File: config.mk
export PLATFORM = sky130hd
export DESIGN_NAME = lru_block_cache
export DESIGN_NICKNAME = d
export VERILOG_FILES = /design/src/rtl/lbc_pkg.sv /design/src/rtl/lbc_front.sv /design/src/rtl/lbc_back.sv /design/src/rtl/lru_block_cache.sv
export SDC_FILE = /design/constraint.sdc
export NUM_CORES = 2
export LEC_CHECK = 0
export BUFFER_PORTS_ARGS = -buffer_cell sky130_fd_sc_hd__buf_2
export CAP_MARGIN = 10
export CORE_ASPECT_RATIO = 0.7
export CORE_MARGIN = 1.5
export CORE_UTILIZATION = 35
export DETAILED_ROUTE_END_ITERATION = 6
export PLACE_DENSITY = 0.48
export SLEW_MARGIN = 0
export SYNTH_ARGS = -nofsm -noshare
export SYNTH_HDL_FRONTEND = slang
export SYNTH_SLANG_ARGS = --single-unit
File: constraint.sdc
create_clock -name clk -period 6.9 [get_ports clk]
set_clock_uncertainty 0.1 [all_clocks]
set_input_delay 0.69 -clock clk [delete_from_list [all_inputs] [get_ports clk]]
set_output_delay 0.69 -clock clk [all_outputs]
set_load 0.02 [all_outputs]
File: src/rtl/lbc_pkg.sv
package lbc_pkg;

	// Field widths of one request and one result.
	localparam int LBC_ID_W     = 16;
	localparam int LBC_OFF_W    = 4;
	localparam int LBC_BYTE_W   = 8;
	localparam int LBC_ACTION_W = 2;
	localparam int LBC_INDEX_W  = 4;

	// A lookup never returns more than this many bytes.
	localparam int LBC_MAX_RESULTS = 16;

	// Depth of the request queue between the front and the back.
	localparam int LBC_QDEPTH = 2;
	localparam int LBC_QPTR_W = 1;
	localparam int LBC_QCNT_W = 2;

	// Value of a byte that has never been written or has been invalidated.
	localparam logic [LBC_BYTE_W-1:0] LBC_EMPTY_BYTE = 8'hFF;

	// Action codes carried by a request.
	localparam logic [LBC_ACTION_W-1:0] ACT_LOOKUP = 2'd0;
	localparam logic [LBC_ACTION_W-1:0] ACT_FILL   = 2'd1;
	localparam logic [LBC_ACTION_W-1:0] ACT_INVAL  = 2'd2;

	// Classification made by the front.
	typedef enum logic [2:0] {
		KIND_NOP,
		KIND_LOOKUP,
		KIND_ALLOC,
		KIND_CONT,
		KIND_INVAL
	} kind_t;

	typedef struct packed {
		kind_t                  kind;
		logic [LBC_ID_W-1:0]    block_id;
		logic [LBC_OFF_W-1:0]   byte_offset;
		logic [LBC_BYTE_W-1:0]  fill_byte;
	} cmd_t;

	// Sequencer states of the back.
	typedef enum logic [3:0] {
		ST_CLEAR,
		ST_IDLE,
		ST_MATCH,
		ST_DECIDE,
		ST_SCAN,
		ST_ALLOC,
		ST_SWEEP,
		ST_STREAM,
		ST_RESP
	} st_t;

endpackage

File: src/rtl/lbc_front.sv
module lbc_front #(
	parameter int BLOCK_BYTES = 16
) (
	input  logic                          clk,
	input  logic                          arst_n,
	input  logic                          in_valid,
	output logic                          in_stall,
	input  logic [lbc_pkg::LBC_ACTION_W-1:0] action,
	input  logic [lbc_pkg::LBC_ID_W-1:0]     block_id,
	input  logic [lbc_pkg::LBC_OFF_W-1:0]    byte_offset,
	input  logic [lbc_pkg::LBC_BYTE_W-1:0]   fill_byte,
	input  logic                          clearing,
	output logic                          q_valid,
	output lbc_pkg::cmd_t                 q_cmd,
	input  logic                          q_pop
);
	import lbc_pkg::*;

	cmd_t                  slot_q [LBC_QDEPTH];
	logic [LBC_QPTR_W-1:0] wr_ptr_q;
	logic [LBC_QPTR_W-1:0] rd_ptr_q;
	logic [LBC_QCNT_W-1:0] count_q;
	cmd_t                  cmd_w;
	logic                  push;

	// Classify the request. A fill at an offset beyond the block can never
	// write anything, so it is turned into a plain miss here.
	always_comb begin
		cmd_w.block_id    = block_id;
		cmd_w.byte_offset = byte_offset;
		cmd_w.fill_byte   = fill_byte;
		case (action)
			ACT_LOOKUP: begin
				cmd_w.kind = KIND_LOOKUP;
			end
			ACT_FILL: begin
				if (byte_offset == '0) begin
					cmd_w.kind = KIND_ALLOC;
				end else if (32'(byte_offset) < BLOCK_BYTES) begin
					cmd_w.kind = KIND_CONT;
				end else begin
					cmd_w.kind = KIND_NOP;
				end
			end
			ACT_INVAL: begin
				cmd_w.kind = KIND_INVAL;
			end
			default: begin
				cmd_w.kind = KIND_NOP;
			end
		endcase
	end

	assign in_stall = (count_q == LBC_QCNT_W'(LBC_QDEPTH)) || clearing;
	assign push     = in_valid && !in_stall;
	assign q_valid  = (count_q != '0);
	assign q_cmd    = slot_q[rd_ptr_q];

	always_ff @(posedge clk or negedge arst_n) begin
		if (!arst_n) begin
			wr_ptr_q <= '0;
			rd_ptr_q <= '0;
			count_q  <= '0;
		end else begin
			if (push) begin
				wr_ptr_q <= wr_ptr_q + 1'b1;
			end
			if (q_pop) begin
				rd_ptr_q <= rd_ptr_q + 1'b1;
			end
			if (push && !q_pop) begin
				count_q <= count_q + 1'b1;
			end else if (!push && q_pop) begin
				count_q <= count_q - 1'b1;
			end
		end
	end

	always_ff @(posedge clk) begin
		if (push) begin
			slot_q[wr_ptr_q] <= cmd_w;
		end
	end

endmodule

File: src/rtl/lbc_back.sv
module lbc_back #(
	parameter int ENTRIES     = 16,
	parameter int BLOCK_BYTES = 16,
	parameter int TAG_BITS    = 16
) (
	input  logic                            clk,
	input  logic                            arst_n,
	input  logic                            q_valid,
	input  lbc_pkg::cmd_t                   q_cmd,
	output logic                            q_pop,
	output logic                            clearing,
	output logic                            out_valid,
	input  logic                            out_stall,
	output logic                            hit,
	output logic [lbc_pkg::LBC_BYTE_W-1:0]  out_byte,
	output logic [lbc_pkg::LBC_INDEX_W-1:0] entry_index,
	output logic                            last
);
	import lbc_pkg::*;

	localparam int NBYTES = (BLOCK_BYTES < LBC_MAX_RESULTS) ? BLOCK_BYTES : LBC_MAX_RESULTS;
	localparam int TOTAL  = ENTRIES * BLOCK_BYTES;
	localparam int IDXW   = (ENTRIES > 1) ? $clog2(ENTRIES) : 1;
	localparam int MEMAW  = (TOTAL > 1) ? $clog2(TOTAL) : 1;
	localparam int CNTW   = $clog2(BLOCK_BYTES + 1);
	localparam int SCW    = $clog2(ENTRIES + 1);

	st_t                   state_q, state_d;
	cmd_t                  cmd_q;
	logic [ENTRIES-1:0]    valid_q;
	logic [ENTRIES-1:0]    match_q;
	logic [TAG_BITS-1:0]   tag_q [ENTRIES];
	logic [31:0]           stamps_q [ENTRIES];
	logic [LBC_BYTE_W-1:0] bytes_q [TOTAL];
	logic [31:0]           clock_q;
	logic [IDXW-1:0]       fill_target_q;
	logic [IDXW-1:0]       pick_q;
	logic                  res_hit_q;
	logic [IDXW-1:0]       res_idx_q;
	logic [CNTW-1:0]       cnt_q;
	logic [MEMAW-1:0]      clr_addr_q;
	logic [SCW-1:0]        scan_cnt_q;
	logic                  cmp_v_q;
	logic [IDXW-1:0]       cmp_idx_q;
	logic [31:0]           stamp_rd_q;
	logic [31:0]           best_q;
	logic [IDXW-1:0]       best_idx_q;
	logic                  rd_pend_q;
	logic                  rd_last_q;
	logic [LBC_BYTE_W-1:0] rdata_q;
	logic                  out_valid_q;
	logic                  hit_q;
	logic [LBC_BYTE_W-1:0] byte_q;
	logic [IDXW-1:0]       idx_q;
	logic                  last_q;

	logic [TAG_BITS-1:0]   tag_w;
	logic                  any_match;
	logic [IDXW-1:0]       match_idx;
	logic                  any_free;
	logic [IDXW-1:0]       free_idx;
	logic                  ft_match;
	logic                  slot_free;
	logic                  consume;
	logic                  issue;
	logic                  load_out;
	logic                  better;
	logic                  scan_done;
	logic                  mem_we;
	logic [MEMAW-1:0]      mem_waddr;
	logic [LBC_BYTE_W-1:0] mem_wdata;
	logic                  mem_re;
	logic [MEMAW-1:0]      mem_raddr;
	logic                  st_we;
	logic [IDXW-1:0]       st_waddr;
	logic [31:0]           st_wdata;
	logic                  st_re;

	function automatic logic [MEMAW-1:0] row_base(input logic [IDXW-1:0] idx);
		row_base = MEMAW'(32'(idx) * BLOCK_BYTES);
	endfunction

	assign tag_w    = TAG_BITS'(cmd_q.block_id);
	assign ft_match = match_q[fill_target_q];
	assign clearing = (state_q == ST_CLEAR);

	// First matching entry and first empty entry.
	always_comb begin
		match_idx = '0;
		free_idx  = '0;
		for (int i = ENTRIES - 1; i >= 0; i--) begin
			if (match_q[i]) begin
				match_idx = IDXW'(i);
			end
			if (!valid_q[i]) begin
				free_idx = IDXW'(i);
			end
		end
		any_match = |match_q;
		any_free  = ~&valid_q;
	end

	assign slot_free = !out_valid_q || !out_stall;
	assign consume   = rd_pend_q && slot_free;
	assign issue     = (cnt_q < CNTW'(NBYTES)) && (!rd_pend_q || consume);
	assign load_out  = ((state_q == ST_RESP) && slot_free) ||
	                   ((state_q == ST_STREAM) && consume);
	assign better    = (cmp_idx_q == '0) || (stamp_rd_q < best_q);
	assign scan_done = cmp_v_q && (cmp_idx_q == IDXW'(ENTRIES - 1));
	assign st_wdata  = clock_q + 32'd1;

	always_comb begin
		state_d   = state_q;
		q_pop     = 1'b0;
		mem_we    = 1'b0;
		mem_waddr = row_base(pick_q) + MEMAW'(cnt_q);
		mem_wdata = LBC_EMPTY_BYTE;
		mem_re    = 1'b0;
		mem_raddr = row_base(pick_q) + MEMAW'(cnt_q);
		st_we     = 1'b0;
		st_waddr  = pick_q;
		st_re     = 1'b0;
		case (state_q)
			ST_CLEAR: begin
				mem_we    = 1'b1;
				mem_waddr = clr_addr_q;
				if (clr_addr_q == MEMAW'(TOTAL - 1)) begin
					state_d = ST_IDLE;
				end
			end
			ST_IDLE: begin
				if (q_valid) begin
					q_pop   = 1'b1;
					state_d = ST_MATCH;
				end
			end
			ST_MATCH: begin
				state_d = ST_DECIDE;
			end
			ST_DECIDE: begin
				case (cmd_q.kind)
					KIND_LOOKUP: begin
						if (any_match) begin
							st_we    = 1'b1;
							st_waddr = match_idx;
							state_d  = ST_STREAM;
						end else begin
							state_d = ST_RESP;
						end
					end
					KIND_ALLOC: begin
						state_d = any_free ? ST_ALLOC : ST_SCAN;
					end
					KIND_CONT: begin
						if (ft_match) begin
							mem_we    = 1'b1;
							mem_waddr = row_base(fill_target_q) + MEMAW'(cmd_q.byte_offset);
							mem_wdata = cmd_q.fill_byte;
						end
						state_d = ST_RESP;
					end
					KIND_INVAL: begin
						state_d = any_match ? ST_SWEEP : ST_RESP;
					end
					default: begin
						state_d = ST_RESP;
					end
				endcase
			end
			ST_SCAN: begin
				st_re = (scan_cnt_q < SCW'(ENTRIES));
				if (scan_done) begin
					state_d = ST_ALLOC;
				end
			end
			ST_ALLOC: begin
				mem_we    = 1'b1;
				mem_waddr = row_base(pick_q);
				mem_wdata = cmd_q.fill_byte;
				st_we     = 1'b1;
				state_d   = ST_RESP;
			end
			ST_SWEEP: begin
				mem_we = 1'b1;
				if (cnt_q == CNTW'(BLOCK_BYTES - 1)) begin
					state_d = ST_RESP;
				end
			end
			ST_STREAM: begin
				mem_re = issue;
				if (consume && rd_last_q) begin
					state_d = ST_IDLE;
				end
			end
			ST_RESP: begin
				if (slot_free) begin
					state_d = ST_IDLE;
				end
			end
			default: begin
				state_d = ST_IDLE;
			end
		endcase
	end

	always_ff @(posedge clk or negedge arst_n) begin
		if (!arst_n) begin
			state_q       <= ST_CLEAR;
			valid_q       <= '0;
			fill_target_q <= '0;
			clock_q       <= '0;
			out_valid_q   <= 1'b0;
			rd_pend_q     <= 1'b0;
			cmp_v_q       <= 1'b0;
			clr_addr_q    <= '0;
			cnt_q         <= '0;
			scan_cnt_q    <= '0;
		end else begin
			state_q <= state_d;
			case (state_q)
				ST_CLEAR: begin
					clr_addr_q <= clr_addr_q + 1'b1;
				end
				ST_DECIDE: begin
					cnt_q      <= '0;
					rd_pend_q  <= 1'b0;
					scan_cnt_q <= '0;
					cmp_v_q    <= 1'b0;
					if ((cmd_q.kind == KIND_LOOKUP) && any_match) begin
						clock_q <= clock_q + 32'd1;
					end
					if ((cmd_q.kind == KIND_INVAL) && any_match) begin
						valid_q[match_idx] <= 1'b0;
					end
				end
				ST_SCAN: begin
					cmp_v_q <= st_re;
					if (st_re) begin
						scan_cnt_q <= scan_cnt_q + 1'b1;
					end
				end
				ST_ALLOC: begin
					valid_q[pick_q] <= 1'b1;
					fill_target_q   <= pick_q;
					clock_q         <= clock_q + 32'd1;
				end
				ST_SWEEP: begin
					cnt_q <= cnt_q + 1'b1;
				end
				ST_STREAM: begin
					if (issue) begin
						rd_pend_q <= 1'b1;
						cnt_q     <= cnt_q + 1'b1;
					end else if (consume) begin
						rd_pend_q <= 1'b0;
					end
				end
				default: begin
				end
			endcase
			if (load_out) begin
				out_valid_q <= 1'b1;
			end else if (!out_stall) begin
				out_valid_q <= 1'b0;
			end
		end
	end

	always_ff @(posedge clk) begin
		if ((state_q == ST_IDLE) && q_valid) begin
			cmd_q <= q_cmd;
		end
		if (state_q == ST_MATCH) begin
			for (int i = 0; i < ENTRIES; i++) begin
				match_q[i] <= valid_q[i] && (tag_q[i] == tag_w);
			end
		end
		case (state_q)
			ST_DECIDE: begin
				// A continuation that lands and every miss settle their result here.
				res_hit_q <= (cmd_q.kind == KIND_CONT) && ft_match;
				res_idx_q <= ((cmd_q.kind == KIND_CONT) && ft_match) ? fill_target_q : '0;
				case (cmd_q.kind)
					KIND_LOOKUP: begin
						pick_q <= match_idx;
					end
					KIND_ALLOC: begin
						pick_q <= free_idx;
					end
					KIND_INVAL: begin
						if (any_match) begin
							pick_q           <= match_idx;
							tag_q[match_idx] <= '0;
						end
					end
					default: begin
					end
				endcase
			end
			ST_SCAN: begin
				cmp_idx_q <= scan_cnt_q[IDXW-1:0];
				if (cmp_v_q) begin
					if (better) begin
						best_q     <= stamp_rd_q;
						best_idx_q <= cmp_idx_q;
					end
					if (scan_done) begin
						pick_q <= better ? cmp_idx_q : best_idx_q;
					end
				end
			end
			ST_ALLOC: begin
				tag_q[pick_q] <= tag_w;
				res_hit_q     <= 1'b1;
				res_idx_q     <= pick_q;
			end
			ST_SWEEP: begin
				res_hit_q <= 1'b1;
				res_idx_q <= pick_q;
			end
			ST_STREAM: begin
				if (issue) begin
					rd_last_q <= (cnt_q == CNTW'(NBYTES - 1));
				end
			end
			default: begin
			end
		endcase
		if (load_out) begin
			if (state_q == ST_STREAM) begin
				hit_q  <= 1'b1;
				byte_q <= rdata_q;
				idx_q  <= pick_q;
				last_q <= rd_last_q;
			end else begin
				hit_q  <= res_hit_q;
				byte_q <= '0;
				idx_q  <= res_idx_q;
				last_q <= 1'b1;
			end
		end
	end

	// Block bytes and age stamps, each with one write and one registered read.
	always_ff @(posedge clk) begin
		if (mem_we) begin
			bytes_q[mem_waddr] <= mem_wdata;
		end
		if (mem_re) begin
			rdata_q <= bytes_q[mem_raddr];
		end
	end

	always_ff @(posedge clk) begin
		if (st_we) begin
			stamps_q[st_waddr] <= st_wdata;
		end
		if (st_re) begin
			stamp_rd_q <= stamps_q[scan_cnt_q[IDXW-1:0]];
		end
	end

	assign out_valid   = out_valid_q;
	assign hit         = hit_q;
	assign out_byte    = byte_q;
	assign entry_index = LBC_INDEX_W'(idx_q);
	assign last        = last_q;

endmodule

File: src/rtl/lru_block_cache.sv
// From an idle block, a single result reaches the output register once the back has finished
// with its request; a lookup hit streams its bytes through the same register.
// A miss, a fill continuation or an invalidate miss is settled once the tags are compared; a
// fill into an empty entry also writes the entry, a fill that evicts first scans the stamps one per cycle,
// an invalidate hit clears its row and a lookup hit reads min(BLOCK_BYTES, 16) bytes.
// Reset: asynchronous, active low; afterwards a clearing pass fills the byte store.
module lru_block_cache #(
	parameter int ENTRIES     = 16,
	parameter int BLOCK_BYTES = 16,
	parameter int TAG_BITS    = 16
) (
	input  logic                              clk,
	input  logic                              arst_n,
	input  logic                              in_valid,
	output logic                              in_stall,
	input  logic [lbc_pkg::LBC_ACTION_W-1:0]  action,
	input  logic [lbc_pkg::LBC_ID_W-1:0]      block_id,
	input  logic [lbc_pkg::LBC_OFF_W-1:0]     byte_offset,
	input  logic [lbc_pkg::LBC_BYTE_W-1:0]    fill_byte,
	output logic                              out_valid,
	input  logic                              out_stall,
	output logic                              hit,
	output logic [lbc_pkg::LBC_BYTE_W-1:0]    out_byte,
	output logic [lbc_pkg::LBC_INDEX_W-1:0]   entry_index,
	output logic                              last
);
	import lbc_pkg::*;

	// The front takes each request, works out what kind of action it is
	// and parks it in a two-deep queue. It stalls the input while that
	// queue is full and during the clearing pass that follows reset.
	logic clearing;
	logic q_valid;
	logic q_pop;
	cmd_t q_cmd;

	lbc_front #(
		.BLOCK_BYTES(BLOCK_BYTES)
	) u_front (
		.clk         (clk),
		.arst_n      (arst_n),
		.in_valid    (in_valid),
		.in_stall    (in_stall),
		.action      (action),
		.block_id    (block_id),
		.byte_offset (byte_offset),
		.fill_byte   (fill_byte),
		.clearing    (clearing),
		.q_valid     (q_valid),
		.q_cmd       (q_cmd),
		.q_pop       (q_pop)
	);

	// The back pulls one request at a time from the queue. It compares the
	// tag against every entry in one registered step, then carries out the
	// action: streaming a block, allocating an entry (searching for the
	// oldest stamp when the cache is full), writing a byte or clearing a row.
	// Results pass through an output register, so the queue keeps filling
	// while a result waits to be taken.
	lbc_back #(
		.ENTRIES     (ENTRIES),
		.BLOCK_BYTES (BLOCK_BYTES),
		.TAG_BITS    (TAG_BITS)
	) u_back (
		.clk         (clk),
		.arst_n      (arst_n),
		.q_valid     (q_valid),
		.q_cmd       (q_cmd),
		.q_pop       (q_pop),
		.clearing    (clearing),
		.out_valid   (out_valid),
		.out_stall   (out_stall),
		.hit         (hit),
		.out_byte    (out_byte),
		.entry_index (entry_index),
		.last        (last)
	);

endmodule

# --- Word level (Yosys, flattened, before mapping) ---
# Memories as Yosys holds them, arrays and structs flattened. A register that Yosys moved wholly into a read port is not among the register bits.
# Index checks and enable logic that the tools add are counted.
totals:
  reg_bits: 161
  ramBits: 2878
  input_bits: 34
  out_inout_bits: 16
  wordCells: 275
  memories: 4
classes:
  add_sub_neg: 10
  order_cmp: 8
  n_eq_ne: 48
  muxes: 109
  bitwise_logic: 3
  reduce_logical: 68
mem_list:
  columns: ["name", "depth", "word_bits", "read_ports", "rd_clocked_by_memory_dff", "write_ports", "line_no", "rtl"]
  rows:
  - ["u_back.bytes_q", 256, 8, 1, 1, 1, "lbc_back.sv:34", "logic [LBC_BYTE_W-1:0] bytes_q [TOTAL];"]
  - ["u_back.stamps_q", 16, 32, 1, 1, 1, "lbc_back.sv:33", "logic [31:0] stamps_q [ENTRIES];"]
  - ["u_back.tag_q", 16, 16, 16, 0, 1, "lbc_back.sv:32", "logic [TAG_BITS-1:0] tag_q [ENTRIES];"]
  - ["u_front.slot_q", 2, 31, 1, 1, 1, "lbc_front.sv:19", "cmd_t slot_q [LBC_QDEPTH];"]
op_table:
  columns: ["op", "n"]
  rows:
  - ["$eq 16x16->1", 16]
  - ["$mux 4", 49]
  - ["$pmux 32 s2", 1]
  - ["$pmux 4 s9", 1]
  - ["$add 32x1->32 const B", 1]
  - ["$lt 32x32->1", 1]
  - ["$mux 16", 2]
  - ["$mux 32", 1]
  - ["$mux 8", 4]
  - ["$pmux 16 s2", 1]
  - ["$reduce_or 16->1", 2]
  - ["$logic_and 1x1->1", 31]
  - ["$mux 1", 29]
  - ["$ne 2x1->1 const B", 12]
  - ["$pmux 4 s3", 2]
  - ["$pmux 8 s3", 1]
  - ["$and 16x16->16", 1]
  - ["$eq 4x3->1 const B", 4]
  - ["$not 16->16", 1]
  - ["$or 16x16->16", 1]
  - ["$pmux 4 s2", 2]
  - ["$pmux 8 s2", 1]
  - ["$reduce_and 16->1", 1]
  - ["$lt 4x5->1 const B", 3]
  - ["41 further kinds", 78]

# --- Logic depth before layout (Yosys ltp) ---
depth:
  word_depth: 24
  mapped_depth: 14
  mapped_depth_nobuf: 10

# --- Hierarchy ---
# From an unflattened synthesis, not the netlist that was laid out.
hier_totals:
  cells_unflattened: 6302
  area_unflattened_um2: 123569.8
modules_own_cells:
  columns: ["mod", "instances", "cells_per_inst", "area_each_um2", "seq_area_each_um2"]
  rows:
  - ["lbc_back", 1, 6181, 120943.5, 91022.3]
  - ["lbc_front", 1, 121, 2626.3, 1961.9]

# --- Least setup slack after synthesis ---
# No wires, ideal clock.
synth_path:
  kind: "reg-to-reg"
  start: "register u_back.fill_target_q[1]"
  end: "memory u_back.bytes_q[0][0], data pin"
  setup_ns: 0.902
  t_arrival_ns: 5.209
  required_time_ns: 5.898
  path_slack_ns: 0.690
  stages_incl_launch_ff: 9
  path_buffers: 2
  period_less_slack_ns: 6.210
  cell_sequence: "dfrtp_1 > buf_4 > mux4_2 > mux2_2 > and4_1 > buf_2 > o21ai_4 > nand2_1 > nand2b_1"
synth_via:
  elab_chain_cells: 5
synth_lines:
  columns: ["element", "line_no", "rtl"]
  rows:
  - ["from (decl)", "lbc_back.sv:36", "logic [IDXW-1:0] fill_target_q;"]
  - ["from (signal assigned)", "lbc_back.sv:244", "fill_target_q <= pick_q;"]
  - ["$bmux 1 s4", "lbc_back.sv:84", "assign ft_match = match_q[fill_target_q];"]
  - ["$mux 1 (not written as such)", "lbc_back.sv:84", null]
  - ["$mux 8", "lbc_back.sv:155", "if (ft_match) begin"]
  - ["$mux 8", "lbc_back.sv:141", "case (cmd_q.kind)"]
  - ["$pmux 8 s2", "lbc_back.sv:123", "case (state_q)"]
  - ["net u_back.mem_wdata[0]", "lbc_back.sv:71", "logic [LBC_BYTE_W-1:0] mem_wdata;"]
  - ["to (decl)", "lbc_back.sv:34", null]
# The timed path passes the listed nets, and every way through them passes these cells. The select of a mux whose other input is x is not followed.

# --- Worst setup path in the final report ---
layout_path:
  start: "register u_back.state_q[1]"
  end: "memory u_back.bytes_q[153][1], enable pin"
layout_via:
  elab_chain_cells: 5
  word_cells_on_any_way: 9
  classes_between: "eq/ne (3); mux (4); reduce/logical (2)"
layout_lines:
  columns: ["element", "line_no", "rtl"]
  rows:
  - ["from (decl)", "lbc_back.sv:28", "st_t state_q, state_d;"]
  - ["from (signal assigned)", "lbc_back.sv:219", "state_q <= state_d;"]
  - ["$eq 4x3->1 / $logic_not 4->1 (equally long branches)", "lbc_back.sv:123", null]
  - ["$reduce_or 3->1 (no source line)", null, null]
  - ["$pmux 1 s2", "lbc_back.sv:123", null]
  - ["$mux 1", "lbc_back.sv:346", "if (mem_we) begin"]
  - ["$mux 1 (not written as such)", "lbc_back.sv:347", "bytes_q[mem_waddr] <= mem_wdata;"]
# Parallel ways exist; a longest one is shown, timed or not.

==> results.sh <==
export IMPL_grt_pass1_wl_um=500500
export IMPL_dieArea_um2=354100
export IMPL_antenna_left=0
export IMPL_r2r_end="u_back.bytes_q[153][1]$_DFFE_PP_"
export IMPL_finalNonFillerCells=11270
export IMPL_r2r_slack_ns=1.77
export IMPL_max_slew_margin_rel_pct=13.36
export IMPL_yosysUniqueCellTypes=81
export IMPL_cp_required_ns=7.28
export IMPL_leakage_nw=44.14
export IMPL_syn2layout_area_growth_pct=14.39
export IMPL_cts_sinks=3110
export IMPL_status="finished, final reports clean"
export IMPL_h_tree_depth=5
export IMPL_pin_count=50
export IMPL_ir_drop_mv=0.3579
export IMPL_io_buffers=49
export IMPL_p_clk_share_pct=35.6
export IMPL_clk_transition_reported_paths_ns=0.06
export IMPL_tritoncts="built"
export IMPL_routabilityCongestion=0.8587
export IMPL_vias_per_cell=5.518
export IMPL_drive_gt1_share_pct=23.53
export IMPL_crit_type="reg2reg"
export IMPL_gr_total_overflow=0
export IMPL_worstHoldStart="action[0]"
export IMPL_die_y_um=498.3
export IMPL_worstRegToRegCells=8
export IMPL_power_density_nw_per_um2=345.3
export IMPL_synth_fp_nets=6119
export IMPL_max_cap_viol_count=0
export IMPL_p_sw_mw=13.51
export IMPL_hold_depth=2
export IMPL_dpl_hpwl_um=217200
export IMPL_drv_slew=0
export IMPL_place_ws_ns=1.871
export IMPL_fin_util_pct=40.31
export IMPL_synthFlopType="edfxtp_1"
export IMPL_drc=0
export IMPL_power_frac_comb_pct=18.0
export IMPL_dp_cells=10648
export IMPL_clock_latency_ns=0.88
export IMPL_placed_area_um2=129800
export IMPL_synthArstFlopShare_pct=2.605
export IMPL_cts_buffer_depth=4
export IMPL_via_count=62183
export IMPL_grt_pass1_vias=61691
export IMPL_grt_setup_unrepaired="false"
export IMPL_cp_arrival_ns=5.50
export IMPL_drtIter0Drc=8083
export IMPL_yosysSeqAreaShare_pct=75.80
export IMPL_seqPwrFrac_pct=46.4
export IMPL_hold_viol=0
export IMPL_fp_dieW_um=710.6
export IMPL_synth_seq_cells=3110
export IMPL_rows=181
export IMPL_start_kind="flop"
export IMPL_core_area_um2=348100
export IMPL_end_kind="flop"
export IMPL_antenna_found_initial=23
export IMPL_period_minus_slack_ns=5.126
export IMPL_timing_rr_start="u_back.state_q[1]$_DFFE_PN0P_"
export IMPL_dr_pass1_iters=6
export IMPL_p_int_mw=34.95
export IMPL_tns_ns=0
export IMPL_synth_cells=6046
export IMPL_grt_max_degree=130
export IMPL_min_path_type="in2reg"
export IMPL_layout_setup_ws_ns=1.774
export IMPL_final_period_utilization_pct=74.29
export IMPL_final_area_um2=140300
export IMPL_initial_core_util_pct=35.24
export IMPL_worst_pin_slew_ns=1.297
export IMPL_syn_area_um2=122700
export IMPL_nets=6417
export IMPL_grt_util_all_layers_pct=19.90
export IMPL_path_max_fanout=19
export IMPL_ys_warn_count=0
export IMPL_setup_viol=0
export IMPL_postSynthAreaPerCell_um2=20.29
export IMPL_wl_per_cell_um=31.68
export IMPL_hold_path_end="u_front.slot_q[1][30]$_DFFE_PP_"
export IMPL_synth_enable_flop_cells=3029
export IMPL_cts_buffers=325
export IMPL_routed_wirelength_um=357100
export IMPL_cts_root_buf="clkbuf_16"
export IMPL_fmax_mhz=195.1
export IMPL_p_sw_share_pct=27.88
==> flip-flops by register name, summed over array words and instances (netlist names), 15 cells and up <==
name               flops
u_back.stamp_rd_q     32
u_back.tag_q         256
u_front.slot_q        62
u_back.clock_q        32
u_back.match_q        16
u_back.best_q         32
u_back.cmd_q          15
u_back.stamps_q      512
u_back.bytes_q      2048
u_back.tag_w          16
u_back.valid_q        16
==> Yosys cell counts (5+ instances only) <==
library cell	instances	share of area (%)
o21ai_0	83	0.34
nor3_1	26	0.11
o21a_1	5	0.031
edfxtp_1	3029	74
nand3b_1	9	0.055
a22o_1	8	0.057
buf_4	16	0.098
a21oi_1	66	0.27
mux2i_1	96	0.78
dfrtp_1	81	1.7
o31ai_1	7	0.043
xor2_1	151	1.1
inv_1	54	0.17
o211ai_1	14	0.086
mux4_2	717	13
a211oi_1	8	0.049
mux2_2	40	0.37
o211a_1	5	0.041
o22ai_1	12	0.061
nand2b_1	36	0.18
a221oi_1	20	0.14
or3_1	8	0.041
o311a_1	6	0.049
nor2_1	387	1.2
and3_1	19	0.097
a21o_1	14	0.086
ha_1	39	0.40
nor4_1	45	0.23
clkbuf_1	169	0.52
nand3_1	53	0.22
or2_2	14	0.071
nor2b_1	16	0.082
a31oi_1	20	0.10
buf_1	55	0.17
nand4_1	72	0.37
a21boi_0	5	0.031
nand2_1	192	0.59
and2_1	37	0.19
a22oi_1	74	0.45
buf_2	78	0.32
xnor2_1	187	1.3
==> how the worst max path moves through the flow <==
| stage | slack (ns) | from | end |
|---|---|---|---|
| global placement | 1.90 | u_back.fill_target_q[1]$_DFFE_PN0P_ | u_back.bytes_q[126][3]$_DFFE_PP_ |
| CTS | 1.86 | u_back.fill_target_q[1]$_DFFE_PN0P_ | u_back.bytes_q[78][0]$_DFFE_PP_ |
| detailed placement | 1.87 | u_back.state_q[1]$_DFFE_PN0P_ | u_back.bytes_q[151][1]$_DFFE_PP_ |
| floorplan | 0.69 | u_back.fill_target_q[1]$_DFFE_PN0P_ | u_back.bytes_q[0][0]$_DFFE_PP_ |
| global route | 1.41 | u_back.state_q[1]$_DFFE_PN0P_ | u_back.bytes_q[153][1]$_DFFE_PP_ |
| finish | 1.77 | u_back.state_q[1]$_DFFE_PN0P_ | u_back.bytes_q[153][1]$_DFFE_PP_ |
==> critical path, stage by stage, from the launching register on <==
cell and delay [ns]:
dfrtp_1 0.62, nor4_4 1.00, nor2_1 0.41, a31o_2 0.36, a22oi_1 0.17, o31ai_1 0.19, nor2b_1 0.33, nand2_1 0.69
nor2_1 0.82
==> power groups by stage <==
stage | registers (mW) | logic (mW) | clock network (mW)
detailed placement | 22.9 | 8.80 | 0
finish | 22.5 | 8.73 | 17.2
CTS | 22.5 | 8.83 | 17.5
global placement | 22.9 | 8.79 | 0
global route | 22.5 | 9.23 | 18.2
floorplan | 22.8 | 5.32 | 0
==> per-stage QoR <==
step / power, mW / hold WS [ns]
CTS: 48.87 / 0.05303
finish: 48.45 / 0.1239
global route: 50.02 / 0.08342
detailed placement: 31.69 / 0.3372
floorplan: 28.08 / 0.2944
global placement: 31.67 / 0.3393
==> cell families after synthesis <==
logic type / count (synthesis) / synth area share [%]
simple gates: 929 / 3.527
mux: 853 / 14.31
compound gates: 399 / 2.253
fa+ha+maj: 39 / 0.3978
buf+inv: 378 / 1.293
xor+xnor: 338 / 2.413
flops: 3110 / 75.80
==> routing by layer <==
layer | share of wire (%) | GRT usage, % | vias to the layer above
met4 | 2.2 | 4.270 | 4
li1 | - | - | 25278
met5 | 0.014 | 0 | -
met2 | 41 | 27.25 | 2846
met1 | 48 | 32.32 | 33614
met3 | 8.3 | 4.035 | 441
==> layout make-up <==
type                       count  area, um^2
clock buffer                 406        8647
tap                         4666        5838
clock inverter               176        1562
multi-input combinational   2558       28460
fill                       30732      207800
inverter                      57       220.2
sequential                  3110       93010
antenna                        5       12.51
timing repair buffer         292        2567
==> placed cells by master, fill, tap and decap left out, types with 19 or more instances in the layout <==
cell	instances
mux2_2	40
nor2_4	21
nor3_1	24
a31oi_1	20
nand2_1	180
buf_4	179
nand3_1	53
clkbuf_16	333
ha_1	37
and2_1	38
nand4_1	72
bufinv_16	27
nand2b_1	26
clkinv_2	48
buf_2	48
a22oi_1	74
clkinv_1	79
dfrtp_1	74
nor4_1	44
o21ai_0	83
inv_1	54
and3_1	19
mux2i_1	96
a221oi_1	20
xnor2_1	186
edfxtp_1	3029
mux4_2	717
xor2_1	150
nor2_1	363
buf_12	33
clkbuf_1	69
dlygate4sd3_1	30
a21oi_1	65
==> what timing repair did <==
item,4_1_cts,5_1_grt
buffers inserted,0,0
hold endpoints to repair,89,0
hold buffers,30,0
resized for setup,0,0
(Power assumes the default switching activity.)
